File: config.mk
export PLATFORM = sky130hd
export DESIGN_NAME = tspl_front_flat
export DESIGN_NICKNAME = d
export VERILOG_FILES = /design/src/design/tspl_pkg.sv /design/src/design/tspl_ifs.sv /design/src/design/tspl_front.sv /design/src/flat_wrapper.sv
export SDC_FILE = /design/constraint.sdc
export NUM_CORES = 1
export LEC_CHECK = 0
export CORE_MARGIN = 3
export CORE_UTILIZATION = 65
export DETAILED_ROUTE_END_ITERATION = 8
export DONT_BUFFER_PORTS = 1
export PLACE_DENSITY_LB_ADDON = 0.12
export SKIP_CTS_REPAIR_TIMING = 1
export SLEW_MARGIN = 20
export SYNTH_ARGS = -nofsm -noshare
export SYNTH_HDL_FRONTEND = slang
export SYNTH_SLANG_ARGS = --single-unit
File: constraint.sdc
create_clock -name clock -period 10.6 [get_ports clock]
set_clock_uncertainty 0.05 [all_clocks]
set_input_delay 1.06 -clock clock [delete_from_list [all_inputs] [get_ports clock]]
set_output_delay 1.06 -clock clock [all_outputs]
set_load 0.02 [all_outputs]
File: src/design/tspl_pkg.sv
// Shared types and constants for the tiled sprite pixel lookup block.
package tspl_pkg;

   localparam int COORD_W  = 16;
   localparam int SIZE_W   = 12;
   localparam int DIM_W    = 5;
   localparam int TEX_W    = 4;
   localparam int COLOUR_W = 4;
   localparam int IDX_W    = 3;
   localparam int REQ_W    = 2;
   localparam int ACT_W    = 4;
   localparam int Q_DEPTH  = 2;
   localparam int Q_PTR_W  = 1;
   localparam int Q_CNT_W  = 2;

   localparam logic [REQ_W-1:0] REQ_DESC  = 2'd0;
   localparam logic [REQ_W-1:0] REQ_TEXEL = 2'd1;
   localparam logic [REQ_W-1:0] REQ_QUERY = 2'd2;

   typedef enum logic [1:0] {
      OP_DESC,
      OP_TEXEL,
      OP_QUERY
   } op_type;

   typedef struct packed {
      op_type                      op;
      logic [IDX_W-1:0]            idx;
      logic signed [COORD_W-1:0]   x;
      logic signed [COORD_W-1:0]   y;
      logic [SIZE_W-1:0]           w;
      logic [SIZE_W-1:0]           h;
      logic [DIM_W-1:0]            sw;
      logic [DIM_W-1:0]            sh;
      logic [TEX_W-1:0]            row;
      logic [TEX_W-1:0]            col;
      logic [COLOUR_W-1:0]         colour;
   } item_type;

   typedef struct packed {
      logic     valid;
      item_type item;
   } head_type;

   typedef enum logic [2:0] {
      BK_IDLE,
      BK_READ,
      BK_CHECK,
      BK_MOD,
      BK_FETCH,
      BK_EMIT
   } back_state_type;

endpackage

File: src/design/tspl_ifs.sv
// Request and response channel interfaces.
interface tspl_req_if;
   logic                                    valid;
   logic                                    ready;
   logic [tspl_pkg::REQ_W-1:0]              req_type;
   logic [tspl_pkg::IDX_W-1:0]              obj_index;
   logic signed [tspl_pkg::COORD_W-1:0]     coord_x;
   logic signed [tspl_pkg::COORD_W-1:0]     coord_y;
   logic [tspl_pkg::SIZE_W-1:0]             size_w;
   logic [tspl_pkg::SIZE_W-1:0]             size_h;
   logic [tspl_pkg::DIM_W-1:0]              sprite_w;
   logic [tspl_pkg::DIM_W-1:0]              sprite_h;
   logic [tspl_pkg::TEX_W-1:0]              texel_row;
   logic [tspl_pkg::TEX_W-1:0]              texel_col;
   logic [tspl_pkg::COLOUR_W-1:0]           texel_colour;

   modport source (
      output valid, req_type, obj_index, coord_x, coord_y, size_w, size_h,
             sprite_w, sprite_h, texel_row, texel_col, texel_colour,
      input  ready
   );
   modport sink (
      input  valid, req_type, obj_index, coord_x, coord_y, size_w, size_h,
             sprite_w, sprite_h, texel_row, texel_col, texel_colour,
      output ready
   );
endinterface


File: src/design/tspl_front.sv
// Front end: accept requests, classify and filter them, queue them for the back end.
module tspl_front #(
   parameter int MAX_OBJECTS    = 8,
   parameter int SPRITE_MAX_DIM = 16
) (
   input  logic                              clock,
   input  logic                              reset,
   tspl_req_if.sink                          req,
   output tspl_pkg::head_type                head,
   input  logic                              head_pop,
   output logic [tspl_pkg::Q_CNT_W-1:0]      fill
);

   tspl_pkg::item_type                  q_ff [tspl_pkg::Q_DEPTH];
   logic [tspl_pkg::Q_PTR_W-1:0]        wr_ptr_ff, wr_ptr_in;
   logic [tspl_pkg::Q_PTR_W-1:0]        rd_ptr_ff, rd_ptr_in;
   logic [tspl_pkg::Q_CNT_W-1:0]        count_ff, count_in;
   tspl_pkg::item_type                  cls;
   logic                                keep;
   logic                                push;
   logic                                idx_ok;

   assign req.ready = (count_ff != tspl_pkg::Q_CNT_W'(tspl_pkg::Q_DEPTH));
   assign idx_ok    = (32'(req.obj_index) < MAX_OBJECTS);

   always_comb begin
      cls.idx    = req.obj_index;
      cls.x      = req.coord_x;
      cls.y      = req.coord_y;
      cls.w      = req.size_w;
      cls.h      = req.size_h;
      cls.row    = req.texel_row;
      cls.col    = req.texel_col;
      cls.colour = req.texel_colour;
      // clamp sprite dimensions into 1..SPRITE_MAX_DIM
      if (req.sprite_w == '0) begin
         cls.sw = tspl_pkg::DIM_W'(1);
      end else if (32'(req.sprite_w) > SPRITE_MAX_DIM) begin
         cls.sw = tspl_pkg::DIM_W'(SPRITE_MAX_DIM);
      end else begin
         cls.sw = req.sprite_w;
      end
      if (req.sprite_h == '0) begin
         cls.sh = tspl_pkg::DIM_W'(1);
      end else if (32'(req.sprite_h) > SPRITE_MAX_DIM) begin
         cls.sh = tspl_pkg::DIM_W'(SPRITE_MAX_DIM);
      end else begin
         cls.sh = req.sprite_h;
      end
      case (req.req_type)
         tspl_pkg::REQ_DESC: begin
            cls.op = tspl_pkg::OP_DESC;
            keep   = idx_ok;
         end
         tspl_pkg::REQ_TEXEL: begin
            cls.op = tspl_pkg::OP_TEXEL;
            keep   = idx_ok && (32'(req.texel_row) < SPRITE_MAX_DIM)
                     && (32'(req.texel_col) < SPRITE_MAX_DIM);
         end
         tspl_pkg::REQ_QUERY: begin
            cls.op = tspl_pkg::OP_QUERY;
            keep   = 1'b1;
         end
         default: begin
            cls.op = tspl_pkg::OP_QUERY;
            keep   = 1'b0;
         end
      endcase
   end

   assign push = req.valid && req.ready && keep;

   always_comb begin
      wr_ptr_in = push ? wr_ptr_ff + 1'b1 : wr_ptr_ff;
      rd_ptr_in = head_pop ? rd_ptr_ff + 1'b1 : rd_ptr_ff;
      count_in  = count_ff;
      if (push && !head_pop) begin
         count_in = count_ff + 1'b1;
      end else if (!push && head_pop) begin
         count_in = count_ff - 1'b1;
      end
   end

   always_ff @(posedge clock) begin
      if (reset) begin
         wr_ptr_ff <= '0;
         rd_ptr_ff <= '0;
         count_ff  <= '0;
      end else begin
         wr_ptr_ff <= wr_ptr_in;
         rd_ptr_ff <= rd_ptr_in;
         count_ff  <= count_in;
      end
   end

   always_ff @(posedge clock) begin
      if (push) begin
         q_ff[wr_ptr_ff] <= cls;
      end
   end

   assign head.valid = (count_ff != '0);
   assign head.item  = q_ff[rd_ptr_ff];
   assign fill       = count_ff;

endmodule

File: src/flat_wrapper.sv
// flat-port wrapper written by rule: the top's interface ports become plain ports
module tspl_front_flat 
#(
   parameter int MAX_OBJECTS    = 8,
   parameter int SPRITE_MAX_DIM = 16
)
  (clock, reset, head, head_pop, fill, req_valid, req_req_type, req_obj_index, req_coord_x, req_coord_y, req_size_w, req_size_h, req_sprite_w, req_sprite_h, req_texel_row, req_texel_col, req_texel_colour, req_ready);
  tspl_req_if req_i ();
  input  logic clock;
  input  logic reset;
  output tspl_pkg::head_type head;
  input  logic head_pop;
  output logic [tspl_pkg::Q_CNT_W-1:0] fill;
  input wire logic [$bits(req_i.valid)-1:0] req_valid;
  input wire logic [$bits(req_i.req_type)-1:0] req_req_type;
  input wire logic [$bits(req_i.obj_index)-1:0] req_obj_index;
  input wire logic [$bits(req_i.coord_x)-1:0] req_coord_x;
  input wire logic [$bits(req_i.coord_y)-1:0] req_coord_y;
  input wire logic [$bits(req_i.size_w)-1:0] req_size_w;
  input wire logic [$bits(req_i.size_h)-1:0] req_size_h;
  input wire logic [$bits(req_i.sprite_w)-1:0] req_sprite_w;
  input wire logic [$bits(req_i.sprite_h)-1:0] req_sprite_h;
  input wire logic [$bits(req_i.texel_row)-1:0] req_texel_row;
  input wire logic [$bits(req_i.texel_col)-1:0] req_texel_col;
  input wire logic [$bits(req_i.texel_colour)-1:0] req_texel_colour;
  output wire logic [$bits(req_i.ready)-1:0] req_ready;
  assign req_i.valid = req_valid;
  assign req_i.req_type = req_req_type;
  assign req_i.obj_index = req_obj_index;
  assign req_i.coord_x = req_coord_x;
  assign req_i.coord_y = req_coord_y;
  assign req_i.size_w = req_size_w;
  assign req_i.size_h = req_size_h;
  assign req_i.sprite_w = req_sprite_w;
  assign req_i.sprite_h = req_sprite_h;
  assign req_i.texel_row = req_texel_row;
  assign req_i.texel_col = req_texel_col;
  assign req_i.texel_colour = req_texel_colour;
  assign req_ready = req_i.ready;
  tspl_front #(.MAX_OBJECTS(MAX_OBJECTS), .SPRITE_MAX_DIM(SPRITE_MAX_DIM)) u_core (.clock(clock), .reset(reset), .req(req_i), .head(head), .head_pop(head_pop), .fill(fill));
endmodule
==> impl_metrics.yaml <==
sta:
  relSlewSlack_pct: 27.72
  finalHoldViolations: 0
  finalSetupViolations: 0
  tightestPinTransition_ps: 1084
  fin_setup_tns_ps: 0
  fin_crit_sh_pct: 28.36
  fmax_ghz: 0.3327
  grt_setup_unrepaired: "false"
  drv_slew: 0
  min_period_ps: 3006
setup_path:
  path_buf_inv: 1
  crit_fanout: 61
  worstPathRequired_ps: 9490
  start_kind: "flop"
  cpMaxStageDelayCell: "dfxtp_4"
  ff2ff_path_depth: 4
  endpoint_kind: "output pin"
  arrival_ps: 1900
  crit_type: "reg2out"
  path_cells: "buf_16 > mux2_2"
  r2r_start: "u_core.fill[0]"
  slowest_delay_ps: 560
  regToRegSetupSlack_ps: 8130
  cp_top_family: "flip-flops"
  r2r-end: "u_core.q_ff[0][80]"
place:
  globalplace.congestion: 0.7136
  dpl_cell_area_um2: 6414
  portBuffers: 0
  hpwlAfterDp_mm: 6.124
routing:
  drt_iter0_markers: 177
  via_per_inst: 5.813
  vias: 2616
  wl_per_cell_um: 21.82
  drt_pre_antenna_iters: 4
  drc: 0
  ant_nets: 0
  drt_wl_total_mm: 9.819
global_route:
  groute.usage.overall_pct: 17.96
  grt_max_degree: 84
  grt_first_pass_wirelength_mm: 14.61
  antenna_found_initial: 0
  grt_pass1_vias: 2670
  grt-ovfl-total: 0
final_layout:
  multi_input_area_um2: 1152
  nets: 397
  num-fill-cells: 549
  syn2layout_area_growth_pct: 10.47
  seqCellArea_um2: 5089
  design_area_um2: 6997
  drive_gt1_share_pct: 38.01
  antenna_cells: 0
job:
  maxCapViolations: 0
synthesis:
  synth-seq-cells: 171
  synthAdderAreaFrac_pct: 0.1976
  ys.warnings.count: 0
  synth_area_per_cell_um2: 21.18
  synth-compound-area-share_pct: 0.1580
  yosys.area.top_type_share_pct: 78.70
  syn_inst: 299
  synthTopCellsByArea: "edfxtp_1, mux2_2, dfxtp_1"
  synth_xor_area_share_pct: 0.4149
  synth_seq_area_share_pct: 80.28
  synth-simple-area-share_pct: 2.272
  netlist_area_um2: 6334
  synth_nets: 387
  yosysTopAreaCell: "edfxtp_1"
  yosysUniqueCellTypes: 23
  muxShareOfSynthArea_pct: 14.99
  synth_top_family_by_area: "multiplexers"
clock_network:
  cts_buffer_depth: 2
  cts_sinks: 171
  cts_tree: "yes"
  htreeDepth: 4
  clk_pin_slew_ps: 70
  cts_buffers: 17
  clk_root_buffer_cell: "clkbuf_8"
  clk_latency_ps: 500
hold_path:
  min_from: "u_core.rd_ptr_ff"
  hp-class: "reg2reg"
  hold_depth: 2
die:
  io_pins: 174
  dieHeight_um: 104.7
  die_w_um: 104.7
  fp-row-count: 35
  initial_core_util_pct: 67.58
  die_area_um2: 10960
  core_area_um2: 9371
outcome:
  status: "finished, final reports clean"
power:
  power.density_nw_per_um2: 221.3
  leakage_nw: 2.269
  ir_worst_vdd_mv: 0.1551
## where the power goes
group	leakage, nW	total [mW]	switching, mW	internal (mW)
Sequential	1.58	0.826	0.0196	0.807
Combinational	0.436	0.174	0.119	0.0551
Clock	0.252	0.548	0.237	0.312
Total	2.27	1.55	0.375	1.17
## per-stage QoR
step | instances | setup slack, ps | utilization (%) | hold WS [ps] | total power, mW
finish | 450 | 7594 | 74.66 | 463.4 | 1.549
global route | 450 | 7497 | 74.66 | 499.2 | 1.605
CTS | 448 | 7326 | 74.15 | 466.6 | 1.562
detailed placement | 417 | 7827 | 68.44 | 448.4 | 1.015
global placement | 417 | 7842 | 68.44 | 439.7 | 1.011
floorplan | 299 | 5007 | - | 429.9 | 0.9940
## cells in the mapped netlist, drive strengths merged
cell / n
clkbuf: 3
and3: 1
nor2b: 9
o21ai: 1
nor3: 2
nand2: 1
xnor2: 1
nand2b: 1
mux2: 84
dfxtp: 5
a21oi: 1
or3: 1
xor2: 2
buf: 9
and2: 1
edfxtp: 166
inv: 1
ha: 1
or2: 1
nor2: 8
## layout make-up
type,instances,share of cell area (%)
Tap cell,129,2.307
Sequential cell,171,72.73
Clock buffer,18,5.973
Inverter,1,0.05365
Multi-Input combinational cell,115,16.47
Clock inverter,13,1.681
Timing Repair Buffer,3,0.7868
## flip-flops by register name, summed over array words and instances, names as in the netlist, named ones only
register	count
u_core.fill	2
u_core.q_ff	166
u_core.rd_ptr_ff	1
u_core.wr_ptr_ff	1
## worst register-to-register path: stages, from the launching register on
cell and delay, ps:
dfxtp_1 540, nand2b_4 250, and3_4 230, nor2b_4 130, buf_4 800
## layout by cell type (no fill, tap or decap), types with 2 or more instances in the layout
cell	n
clkinv_2	2
nor3_1	2
inv_6	4
edfxtp_1	166
nor2_1	8
xor2_1	2
mux2_2	83
nor2b_1	8
clkinvlp_4	4
dfxtp_1	4
clkbuf_16	16
## cells by family after synthesis
| group | Yosys count |
|---|---|
| compound gates | 2 |
| xor+xnor | 3 |
| fa+ha+maj | 1 |
| buf+inv | 13 |
| flops | 171 |
| mux | 84 |
| simple gates | 25 |
## worst max path at each step
stage / start / endpoint / cells after the start
5_1_grt: flop / head[53] / 2
4_1_cts: flop / head[53] / 1
3_3_place_gp: req_req_type[0] / u_core.q_ff[0][35] / 4
3_5_place_dp: req_req_type[0] / u_core.q_ff[0][35] / 4
6_report: flop / head[53] / 2
2_1_floorplan: req_req_type[0] / u_core.q_ff[0][0] / 3
## per-layer routing
metal / track usage, % / part of all wire (%) / vias to the layer above
met5: 0 / 0 / -
met2: 28.51 / 51 / 127
met1: 19.71 / 34 / 1293
met4: 7.498 / 1.4 / 0
li1: - / - / 1185
met3: 10.62 / 13 / 11
Power figures use the tool's default switching activity.
